### config.mk
export PLATFORM = sky130hd
export DESIGN_NAME = string_to_unsigned_parser
export DESIGN_NICKNAME = d
export VERILOG_FILES = /design/src/rtl/core/str2u_pkg.sv /design/src/rtl/core/string_to_unsigned_parser.sv /design/src/rtl/core/str2u_in_stage.sv /design/src/rtl/core/str2u_mac.sv /design/src/rtl/core/str2u_parse.sv
export SDC_FILE = /design/constraint.sdc
export NUM_CORES = 1
export LEC_CHECK = 0
export CAP_MARGIN = 5
export CORE_UTILIZATION = 35
export CTS_CLUSTER_DIAMETER = 30
export DETAILED_ROUTE_END_ITERATION = 16
export DONT_BUFFER_PORTS = 1
export PLACE_DENSITY = 0.51
export SLEW_MARGIN = 10
export SYNTH_ARGS = -nofsm -noshare
export SYNTH_HDL_FRONTEND = slang
export SYNTH_SLANG_ARGS = --single-unit
### constraint.sdc
create_clock -name i_clk -period 20.9 [get_ports i_clk]
set_input_delay 4.18 -clock i_clk [delete_from_list [all_inputs] [get_ports i_clk]]
set_output_delay 4.18 -clock i_clk [all_outputs]
set_load 0.05 [all_outputs]
### src/rtl/core/str2u_pkg.sv
`default_nettype none

package str2u_pkg;

    localparam int WORD_BITS   = 64;
    localparam int OFFSET_BITS = 16;
    localparam int CHAR_BITS   = 8;
    localparam int BASE_BITS   = 6;

    localparam logic [BASE_BITS-1:0] BASE_RESET = BASE_BITS'(10);

    typedef struct packed {
        logic [CHAR_BITS-1:0] character;
        logic                 first_of_string;
    } t_in_beat;

    typedef struct packed {
        logic [WORD_BITS-1:0]   value;
        logic                   overflowed;
        logic                   digits_found;
        logic [OFFSET_BITS-1:0] end_offset;
    } t_out_beat;

endpackage

`default_nettype wire

### src/rtl/core/string_to_unsigned_parser.sv
// Streaming unsigned-number parser (strtoul semantics), one text byte per beat.
// Input channel: i_in_valid / o_in_ready carry {character, first_of_string}.
//   A beat with first_of_string set restarts the parse at offset 0; bytes seen
//   before any such beat, or after a result, are dropped silently.
// Output channel: o_out_valid / i_out_ready carry {value, overflowed,
//   digits_found, end_offset}; one beat per string, at the first non-digit.
// Config: i_cfg_we writes the radix (0 = auto) from i_cfg_data; it is picked
//   up by the next first_of_string beat. Reset value is 10.
// A terminating byte reaches its result via the input and output registers.
//   Throughput is one byte per cycle while the output is not stalled, set by
//   the combinational multiply-add on the 64-bit accumulator fed by each digit.
// An input register and an output register separate the two channels, so a
//   byte is taken even while a finished result sits waiting. When the output
//   is stalled with a result pending, the parser holds its current byte and
//   o_in_ready drops once the input register is full.
// Reset (synchronous, active low) clears the parse state, both registers'
//   valid flags and restores the radix to 10.
`default_nettype none

module string_to_unsigned_parser (
    input  wire logic                            i_clk,
    input  wire logic                            i_rst_n,
    input  wire logic                            i_cfg_we,
    input  wire logic [str2u_pkg::BASE_BITS-1:0] i_cfg_data,
    input  wire logic                            i_in_valid,
    output logic                                 o_in_ready,
    input  wire str2u_pkg::t_in_beat             i_in_data,
    output logic                                 o_out_valid,
    input  wire logic                            i_out_ready,
    output str2u_pkg::t_out_beat                 o_out_data
);
    import str2u_pkg::*;

    logic     beat_valid;
    t_in_beat beat;
    logic     take;

    str2u_in_stage u_in_stage (
        .i_clk        (i_clk),
        .i_rst_n      (i_rst_n),
        .i_in_valid   (i_in_valid),
        .o_in_ready   (o_in_ready),
        .i_in_data    (i_in_data),
        .i_take       (take),
        .o_beat_valid (beat_valid),
        .o_beat       (beat)
    );

    str2u_parse u_parse (
        .i_clk        (i_clk),
        .i_rst_n      (i_rst_n),
        .i_cfg_we     (i_cfg_we),
        .i_cfg_data   (i_cfg_data),
        .i_beat_valid (beat_valid),
        .i_beat       (beat),
        .o_take       (take),
        .o_out_valid  (o_out_valid),
        .i_out_ready  (i_out_ready),
        .o_out_data   (o_out_data)
    );

endmodule

`default_nettype wire

### src/rtl/core/str2u_in_stage.sv
`default_nettype none

module str2u_in_stage (
    input  wire logic                i_clk,
    input  wire logic                i_rst_n,
    input  wire logic                i_in_valid,
    output logic                     o_in_ready,
    input  wire str2u_pkg::t_in_beat i_in_data,
    input  wire logic                i_take,
    output logic                     o_beat_valid,
    output str2u_pkg::t_in_beat      o_beat
);
    import str2u_pkg::*;

    logic     r_valid;
    t_in_beat r_beat;

    // a slot frees up in the same cycle the parser consumes it
    assign o_in_ready   = !r_valid || i_take;
    assign o_beat_valid = r_valid;
    assign o_beat       = r_beat;

    always_ff @(posedge i_clk) begin
        if (!i_rst_n) begin
            r_valid <= 1'b0;
        end else if (o_in_ready) begin
            r_valid <= i_in_valid;
        end
    end

    always_ff @(posedge i_clk) begin
        if (i_in_valid && o_in_ready) begin
            r_beat <= i_in_data;
        end
    end

endmodule

`default_nettype wire

### src/rtl/core/str2u_mac.sv
`default_nettype none

module str2u_mac (
    input  wire logic [str2u_pkg::WORD_BITS-1:0] i_acc,
    input  wire logic [str2u_pkg::BASE_BITS-1:0] i_base,
    input  wire logic [str2u_pkg::BASE_BITS-1:0] i_digit,
    output logic [str2u_pkg::WORD_BITS-1:0]      o_sum,
    output logic                                 o_carry
);
    import str2u_pkg::*;

    localparam int FULL_BITS = WORD_BITS + BASE_BITS;

    logic [FULL_BITS-1:0] full;

    // digit < base, so acc*base+digit leaves the word exactly when strtoul's
    // limit/remainder test trips
    assign full    = FULL_BITS'(i_acc) * FULL_BITS'(i_base) + FULL_BITS'(i_digit);
    assign o_sum   = full[WORD_BITS-1:0];
    assign o_carry = |full[FULL_BITS-1:WORD_BITS];

endmodule

`default_nettype wire

### src/rtl/core/str2u_parse.sv
`default_nettype none

module str2u_parse (
    input  wire logic                                i_clk,
    input  wire logic                                i_rst_n,
    input  wire logic                                i_cfg_we,
    input  wire logic [str2u_pkg::BASE_BITS-1:0]     i_cfg_data,
    input  wire logic                                i_beat_valid,
    input  wire str2u_pkg::t_in_beat                 i_beat,
    output logic                                     o_take,
    output logic                                     o_out_valid,
    input  wire logic                                i_out_ready,
    output str2u_pkg::t_out_beat                     o_out_data
);
    import str2u_pkg::*;

    localparam int DIGIT_BITS = 7;
    localparam logic [DIGIT_BITS-1:0]  DIGIT_NONE = DIGIT_BITS'(99);
    localparam logic [OFFSET_BITS-1:0] POS_MAX    = '1;

    localparam logic [CHAR_BITS-1:0] CH_0     = 8'h30;
    localparam logic [CHAR_BITS-1:0] CH_9     = 8'h39;
    localparam logic [CHAR_BITS-1:0] CH_LA    = 8'h61;
    localparam logic [CHAR_BITS-1:0] CH_LZ    = 8'h7A;
    localparam logic [CHAR_BITS-1:0] CH_UA    = 8'h41;
    localparam logic [CHAR_BITS-1:0] CH_UZ    = 8'h5A;
    localparam logic [CHAR_BITS-1:0] CH_LX    = 8'h78;
    localparam logic [CHAR_BITS-1:0] CH_UX    = 8'h58;
    localparam logic [CHAR_BITS-1:0] CH_SPACE = 8'h20;
    localparam logic [CHAR_BITS-1:0] CH_TAB   = 8'h09;
    localparam logic [CHAR_BITS-1:0] CH_LF    = 8'h0A;
    localparam logic [CHAR_BITS-1:0] CH_CR    = 8'h0D;
    localparam logic [CHAR_BITS-1:0] CH_MINUS = 8'h2D;
    localparam logic [CHAR_BITS-1:0] CH_PLUS  = 8'h2B;

    localparam logic [BASE_BITS-1:0] BASE_AUTO = BASE_BITS'(0);
    localparam logic [BASE_BITS-1:0] BASE_OCT  = BASE_BITS'(8);
    localparam logic [BASE_BITS-1:0] BASE_DEC  = BASE_BITS'(10);
    localparam logic [BASE_BITS-1:0] BASE_HEX  = BASE_BITS'(16);

    typedef enum logic [2:0] {
        PH_IDLE,
        PH_SPACE,
        PH_SIGNED,
        PH_ZERO,
        PH_DIGITS
    } t_phase;

    function automatic logic [DIGIT_BITS-1:0] f_digit_value(input logic [CHAR_BITS-1:0] ch);
        logic [DIGIT_BITS-1:0] v;
        v = DIGIT_NONE;
        if (ch inside {[CH_0:CH_9]}) begin
            v = DIGIT_BITS'(ch - CH_0);
        end else if (ch inside {[CH_LA:CH_LZ]}) begin
            v = DIGIT_BITS'(ch - CH_LA + 8'd10);
        end else if (ch inside {[CH_UA:CH_UZ]}) begin
            v = DIGIT_BITS'(ch - CH_UA + 8'd10);
        end
        return v;
    endfunction

    t_phase                 r_phase;
    logic [WORD_BITS-1:0]   r_acc;
    logic                   r_neg;
    logic                   r_ovf;
    logic                   r_any;
    logic [BASE_BITS-1:0]   r_base;
    logic [OFFSET_BITS-1:0] r_pos;
    logic [BASE_BITS-1:0]   r_number_base;
    logic                   r_out_valid;
    t_out_beat              r_out_data;

    // state as seen after an optional restart
    t_phase                 w_phase;
    logic [WORD_BITS-1:0]   w_acc;
    logic                   w_neg;
    logic                   w_ovf;
    logic                   w_any;
    logic [BASE_BITS-1:0]   w_base;
    logic [OFFSET_BITS-1:0] w_pos;

    t_phase                 phase_a;
    logic                   any_a;
    logic                   after_sign;
    logic                   do_digit;
    logic [CHAR_BITS-1:0]   c;
    logic [DIGIT_BITS-1:0]  dv;
    logic                   ends;
    logic                   adds;
    logic [WORD_BITS-1:0]   mac_sum;
    logic                   mac_carry;

    t_phase                 n_phase;
    logic [WORD_BITS-1:0]   n_acc;
    logic                   n_neg;
    logic                   n_ovf;
    logic                   n_any;
    logic [BASE_BITS-1:0]   n_base;
    logic [OFFSET_BITS-1:0] n_pos;
    t_out_beat              n_out;

    assign c      = i_beat.character;
    assign o_take = i_beat_valid && (!r_out_valid || i_out_ready);

    always_comb begin
        if (i_beat.first_of_string) begin
            w_phase = PH_SPACE;
            w_acc   = '0;
            w_neg   = 1'b0;
            w_ovf   = 1'b0;
            w_any   = 1'b0;
            w_base  = r_number_base;
            w_pos   = '0;
        end else begin
            w_phase = r_phase;
            w_acc   = r_acc;
            w_neg   = r_neg;
            w_ovf   = r_ovf;
            w_any   = r_any;
            w_base  = r_base;
            w_pos   = r_pos;
        end
    end

    // phase walk: whitespace, sign, held zero for a possible 0x prefix
    always_comb begin
        phase_a    = w_phase;
        n_neg      = w_neg;
        n_base     = w_base;
        any_a      = w_any;
        after_sign = 1'b0;
        do_digit   = 1'b0;
        case (w_phase)
            PH_SPACE: begin
                if (c inside {CH_SPACE, CH_TAB, CH_LF, CH_CR}) begin
                    phase_a = PH_SPACE;
                end else if (c == CH_MINUS) begin
                    n_neg   = 1'b1;
                    phase_a = PH_SIGNED;
                end else if (c == CH_PLUS) begin
                    phase_a = PH_SIGNED;
                end else begin
                    after_sign = 1'b1;
                end
            end
            PH_SIGNED: begin
                after_sign = 1'b1;
            end
            PH_ZERO: begin
                if (c == CH_LX || c == CH_UX) begin
                    n_base  = BASE_HEX;
                    phase_a = PH_DIGITS;
                end else begin
                    if (w_base == BASE_AUTO) begin
                        n_base = BASE_OCT;
                    end
                    // the held zero counts as a digit; accumulator is still zero
                    any_a    = 1'b1;
                    phase_a  = PH_DIGITS;
                    do_digit = 1'b1;
                end
            end
            PH_DIGITS: begin
                do_digit = 1'b1;
            end
            default: begin
                phase_a = PH_IDLE;
            end
        endcase
        if (after_sign) begin
            if ((w_base == BASE_AUTO || w_base == BASE_HEX) && c == CH_0) begin
                phase_a = PH_ZERO;
            end else begin
                if (w_base == BASE_AUTO) begin
                    n_base = BASE_DEC;
                end
                phase_a  = PH_DIGITS;
                do_digit = 1'b1;
            end
        end
    end

    assign dv   = f_digit_value(c);
    assign ends = do_digit && (dv >= DIGIT_BITS'(n_base));
    assign adds = do_digit && !ends;

    str2u_mac u_mac (
        .i_acc   (w_acc),
        .i_base  (n_base),
        .i_digit (dv[BASE_BITS-1:0]),
        .o_sum   (mac_sum),
        .o_carry (mac_carry)
    );

    always_comb begin
        n_phase = ends ? PH_IDLE : phase_a;
        n_any   = any_a || adds;
        n_acc   = w_acc;
        n_ovf   = w_ovf;
        if (adds) begin
            if (w_ovf || mac_carry) begin
                n_ovf = 1'b1;
            end else begin
                n_acc = mac_sum;
            end
        end
        if (w_phase != PH_IDLE && w_pos != POS_MAX) begin
            n_pos = w_pos + 1'b1;
        end else begin
            n_pos = w_pos;
        end

        if (w_ovf) begin
            n_out.value = '1;
        end else if (w_neg) begin
            n_out.value = '0 - w_acc;
        end else begin
            n_out.value = w_acc;
        end
        n_out.overflowed   = w_ovf;
        n_out.digits_found = any_a;
        n_out.end_offset   = any_a ? w_pos : '0;
    end

    always_ff @(posedge i_clk) begin
        if (!i_rst_n) begin
            r_phase       <= PH_IDLE;
            r_acc         <= '0;
            r_neg         <= 1'b0;
            r_ovf         <= 1'b0;
            r_any         <= 1'b0;
            r_base        <= BASE_RESET;
            r_pos         <= '0;
            r_number_base <= BASE_RESET;
            r_out_valid   <= 1'b0;
        end else begin
            if (i_cfg_we) begin
                r_number_base <= i_cfg_data;
            end
            if (o_take) begin
                r_phase <= n_phase;
                r_acc   <= n_acc;
                r_neg   <= n_neg;
                r_ovf   <= n_ovf;
                r_any   <= n_any;
                r_base  <= n_base;
                r_pos   <= n_pos;
            end
            if (o_take && ends) begin
                r_out_valid <= 1'b1;
                r_out_data  <= n_out;
            end else if (i_out_ready) begin
                r_out_valid <= 1'b0;
            end
        end
    end

    assign o_out_valid = r_out_valid;
    assign o_out_data  = r_out_data;

endmodule

`default_nettype wire

Yosys cells after proc, flatten, opt, wreduce, memory -nomap -nowiden
Cells that the tools add are included.
Widths: inputs -> output; s select.

storage, ports and cells
  output and inout bits = 84
  flip-flop bits (word level) = 191

cells by class
  reduce and logical (&&, ||, !) cells = 26
  muxes and demuxes = 44
  multipliers = 1
  add/sub/neg operators = 8
  order comparisons = 7
  eq/ne operators = 15

operators with widths
  kind                   count
  $mux 64                4
  $add 70x6->70          1
  $mul 64x6->70          1
  $sub 1x64->64 const A  1
  $mux 6                 7
  $eq 8x6->1 const B     4
  $mux 16                2
  $eq 8x4->1 const B     3
  $mux 3                 7
  $mux 7                 3
  $mux 1                 18
  $add 16x1->16 const B  1
  $eq 8x7->1 const B     2
  $ge 8x7->1 const B     2
  $le 8x7->1 const B     2
  $ne 16x16->1 const B   1
  $add 7x4->7 const B    2
  $sub 7x7->7 const B    2
  $logic_and 1x1->1      10
  $pmux 3 s3             1
  $ge 8x6->1 const B     1
  $le 8x6->1 const B     1
  $ge 7x6->1             1
  $sub 7x6->7 const B    1
  14 further kinds       23

Longest topological paths before layout
  depth after elaboration = 14
  mapped depth = 33
  gate-level depth less buffers = 30

Modules after synthesis
From an unflattened synthesis, not the netlist that was laid out.

unflattened totals
  cell total of the unflattened synthesis = 2382
  area, all modules = 22676.7 um2

by module, submodules not included
  module          cells an instance  times used  area each (um2)  sequential area each (um2)
  str2u_mac       1384               1           12759.7          0.0
  str2u_parse     984                1           9589.2           4444.3
  str2u_in_stage  14                 1           327.8            290.3

Worst setup path before layout
No wires, ideal clock.

  path type = input to register
  start = input i_out_ready
  end = register u_parse.r_out_data, in the netlist u_parse.o_out_data[0] (enable)
  arrival time = 10379 ps
  path buffers = 2
  cell stages on the path = 5
  slack = 9898 ps
  cell sequence = nor2b_1 -> nand2b_1 -> clkbuf_1 -> clkbuf_1 -> nor3_1

on the way
  word-level cells in the longest chain between the ends = 4

ends and longest elaborated chain
  element                     line                             RTL
  from (decl)                 string_to_unsigned_parser.sv:29  input wire logic i_out_ready,
  $logic_or 1x1->1            str2u_parse.sv:103               assign o_take = i_beat_valid && (!r_out_valid || i_out_ready);
  $logic_and 1x1->1           str2u_parse.sv:103
  $logic_and 1x1->1           str2u_parse.sv:249               if (o_take && ends) begin
  $reduce_and 2->1 (no line)  -
  to (signal assigned)        str2u_parse.sv:251               r_out_data <= n_out;
  to (decl)                   str2u_parse.sv:71                t_out_beat r_out_data;

No other way between the ends.
A chain may end at the register's enable or synchronous reset.

Final worst setup path
  start = register u_in_stage.r_beat, in the netlist u_in_stage.o_beat[1]
  end = register u_parse.r_acc[15]

on the way
  word-level cells in the longest chain between the ends = 13
  elaborated cells between the ends (all ways) = 52
  classes of those cells = 6 x add/sub; 1 x mul; 7 x order compare; 9 x eq/ne; 18 x mux; 11 x reduce/logical

ends and longest elaborated chain
  element                 line                  RTL
  from (decl)             str2u_in_stage.sv:16  t_in_beat r_beat;
  from (signal assigned)  str2u_in_stage.sv:33  r_beat <= i_in_data;
  $eq 8x7->1              str2u_parse.sv:150    if (c == CH_LX || c == CH_UX) begin
  $logic_or 1x1->1        str2u_parse.sv:150
  $mux 6                  str2u_parse.sv:150
  $mux 6                  str2u_parse.sv:133    case (w_phase)
  $mux 6                  str2u_parse.sv:174    if (w_base == BASE_AUTO) begin
  $mux 6                  str2u_parse.sv:171    if ((w_base == BASE_AUTO || w_base == BASE_HEX) && c == CH_0) begin
  $mux 6                  str2u_parse.sv:170    if (after_sign) begin
  $mul 64x6->70           str2u_mac.sv:18       assign full = FULL_BITS'(i_acc) * FULL_BITS'(i_base) + FULL_BITS'(i_digit);
  $add 70x6->70           str2u_mac.sv:18
  $reduce_or 6->1         str2u_mac.sv:20       assign o_carry = |full[FULL_BITS-1:WORD_BITS];
  $logic_or 1x1->1        str2u_parse.sv:201    if (w_ovf || mac_carry) begin
  $mux 64                 str2u_parse.sv:201
  $mux 64 (*)             str2u_parse.sv:200    if (adds) begin
  to (signal assigned)    str2u_parse.sv:242    r_acc <= n_acc;
  to (decl)               str2u_parse.sv:63     logic [WORD_BITS-1:0] r_acc;

Every way passes the cells marked *; elsewhere a longest branch is shown, timed or not.

==> flow_metrics.tcl <==
set metrics [dict create \
    status "finished clean" \
    cts_htree_levels 4 \
    clock_skew_ns 0.01835 \
    finalCritPeriodShare 0.4920 \
    syn_area_um2 22270 \
    startpoint "u_in_stage.o_beat[1]" \
    crit_type "flop to flop" \
    final_core_utilization 0.3727 \
    layout_min_cycle_time_ns 10.28 \
    multi_input_area_um2 16600 \
    numClockSinks 191 \
    layout_commonest_cell "nor2_1" \
    cp-end-kind "flop" \
    fp.dieH_um 254.3 \
    grt_usage 0.2159 \
    async_reset_ff_frac 0 \
    wire_per_inst_um 20.92 \
    clock_path_buffers 2 \
    required_ns 21.26 \
    ff_latch_area_um2 4736 \
    n_antenna_cell 0 \
    max_freq_mhz 97.25 \
    areaGrowthSynthToFinish_pct 5.376 \
    ys_seq_elements 191 \
    grt_pass1_vias 18383 \
    finalHoldViolations 0 \
    avgSynthCellArea_um2 8.758 \
    grt_pass1_wl_mm 108.4 \
    worstSkewPairLatency_ns 0.47 \
    maxCapViolCount 0 \
    drtIter0Drc 1333 \
    wl_mm 68.54 \
    final_layout_size_suffix_gt1_frac 0.04733 \
    hold_path.class "flop to flop" \
    globalplace.congestion 0.9286 \
    nets 2852 \
    wirelength_met1_mm 33.06 \
    crit_path_frequent_cell "inv_1" \
    endpoint "u_parse.r_acc[15]" \
    crit_path_start_kind "flop" \
    r2r-start "u_in_stage.o_beat[1]" \
    n_fill_cell 6454 \
    port_buffers 0 \
    finalPower_w 0.0008240 \
    dr_wl_met2_mm 30.72 \
    dr.pass1.iters 5 \
    slowest_delay_ns 0.88 \
    synth_edf_count 91 \
    io_pins 104 \
    core_um2 62970 \
    cts_made_buffers 17 \
    globalRouteOverflowTotal 0 \
    synth_warnings 0 \
    layout_common_cells "518 x nor2_1, 252 x fa_1, 178 x a21oi_1" \
    grt_max_degree 187 \
    syn_nets 2978 \
    rsz0062_at_grt "false" \
    cts_tree "done" \
    synth_cells 2543 \
    setup_violations 0 \
    cts_resized 0 \
    clkTransAtPathRegs_ns 0.08 \
    slew_headroom 0.2767 \
    arrival_ns 10.64 \
    crit_fanout 51 \
    r2r_end "u_parse.r_acc[15]" \
    dieArea_um2 64650 \
    synth_cell_types 97 \
    ant_nets 0 \
    vias 18110 \
    highest_layer "met4" \
    synth_flop_cell "dfxtp_1" \
    row_count 92 \
    antenna_found_initial 0 \
    ir_drop_mv 0.06044 \
    hold_buffers 0 \
    rrSetupSlack_ns 10.62 \
    leakage_nw 10.58 \
    cts-root-buf "clkbuf_16" \
    crit_slowest_cell "nor3b_2" \
    reg2regPathDepth 32 \
    synth.yosys.seq_area_share 0.2126 \
    drt-vias-per-instance 5.528 \
    hpwl_mm 54.05 \
    initial_core_util 0.3537 \
    post-cts-setup-buffers 0 \
    drc 0 \
    dr_wl_met3_mm 3.724 \
    fin_tns_setup_ns 0 \
    tightest_slew_ns 1.080 \
    die_w_um 254.3 \
    powerDensity_nw_per_um2 35.11 \
    drv_slew 0 \
]
==> through the flow <==
stage          worst slack (ns)  hold WS, ns  instance area [um^2]  std cells
3_3_place_gp              10.66       0.4671                 22850       3244
2_1_floorplan             9.898       0.4402                 22270       2543
3_5_place_dp              10.42       0.4619                 22850       3244
4_1_cts                   10.38       0.4742                 23470       3276
5_1_grt                   10.02       0.5101                 23470       3276
6_report                  10.62       0.4787                 23470       3276
==> worst min-delay path by stage <==
stage | start | cells after the start | slack (ns) | endpoint
after global routing | u_parse.r_pos[1] | 2 | 0.51 | u_parse.r_pos[1]
after CTS | u_parse.r_any | 2 | 0.47 | u_parse.r_any
after detailed placement | u_parse.r_any | 2 | 0.46 | u_parse.r_any
after global placement | u_parse.r_pos[1] | 2 | 0.47 | u_parse.r_pos[1]
after floorplan | u_parse.r_any | 2 | 0.44 | u_parse.r_any
final | u_parse.r_any | 2 | 0.48 | u_parse.r_any
==> layout make-up <==
cell class                      count  area share
Clock buffer                       19     0.01935
Clock inverter                     13    0.007037
Inverter                           73     0.01168
Multi-Input combinational cell   2112      0.7075
Sequential cell                   191      0.2018
Tap cell                          846     0.04510
Timing Repair Buffer               22    0.007570
==> power breakdown <==
| part | switching [W] | leakage [nW] | internal [W] |
|---|---|---|---|
| Combinational | 0.0000490 | 8.58 | 0.0000156 |
| Clock | 0.000172 | 0.304 | 0.000179 |
| Sequential | 0.0000132 | 1.70 | 0.000395 |
==> logic make-up after synthesis <==
kind of cell,after synthesis,share of synthesized area
simple gates,1023,0.2130
compound gates,527,0.1529
fa+ha+maj,415,0.3181
buf+inv,240,0.04449
flops,191,0.2126
xor+xnor,130,0.05112
mux,17,0.007864
==> per-layer routing <==
metal / GRT usage / up-vias
li1: - / 8500
met5: 0 / -
met1: 0.3092 / 9083
met2: 0.3373 / 476
met4: 0.05112 / 0
met3: 0.03603 / 51
==> flip-flops by register name, indices dropped and copies added (netlist names) <==
register	count
u_parse.r_pos	16
u_parse.r_number_base	6
u_parse.r_acc	64
u_parse.r_neg	1
u_parse.r_ovf	1
u_parse.o_out_valid	1
u_parse.o_out_data	82
u_parse.r_any	1
u_parse.r_phase	3
u_parse.r_base	6
u_in_stage.o_beat	9
u_in_stage.o_beat_valid	1
==> critical path, delay by kind of cell (launching register included) <==
kind	cells	cell delay [ns]
AOI/OAI and AO/OA	12	3.31
and+or+nand+nor	7	2.43
adders and majority gates	6	2.66
buffers and inverters	7	1.23
DFF	1	0.48
==> synth_stat cells (11+ instances only) <==
cell type  count  share of area
nand2_1      150          0.025
nand4_1       41          0.012
nand3_1       37         0.0083
o21a_1        12         0.0040
buf_2         21         0.0047
xor2_1        70          0.028
nor4_1        15         0.0042
or2_2         19         0.0053
xnor2_1       60          0.024
mux2i_1       13         0.0058
dfxtp_1      100          0.090
edfxtp_1      91           0.12
a21o_1        27         0.0091
ha_1         163          0.092
o21bai_1      15         0.0051
fa_1         252           0.23
a21oi_1      179          0.040
a22o_1        50          0.020
nand2b_1      81          0.023
clkbuf_1     134          0.023
or3_1         19         0.0053
o21ai_0      102          0.023
and2_1        37          0.010
nor3_1        37         0.0083
nor2b_1       16         0.0045
a211oi_1      18         0.0061
inv_1         71          0.012
o31ai_1       27         0.0091
or4_1         11         0.0037
nor2_1       521          0.088
No activity file was read; power rests on OpenSTA's default activity.
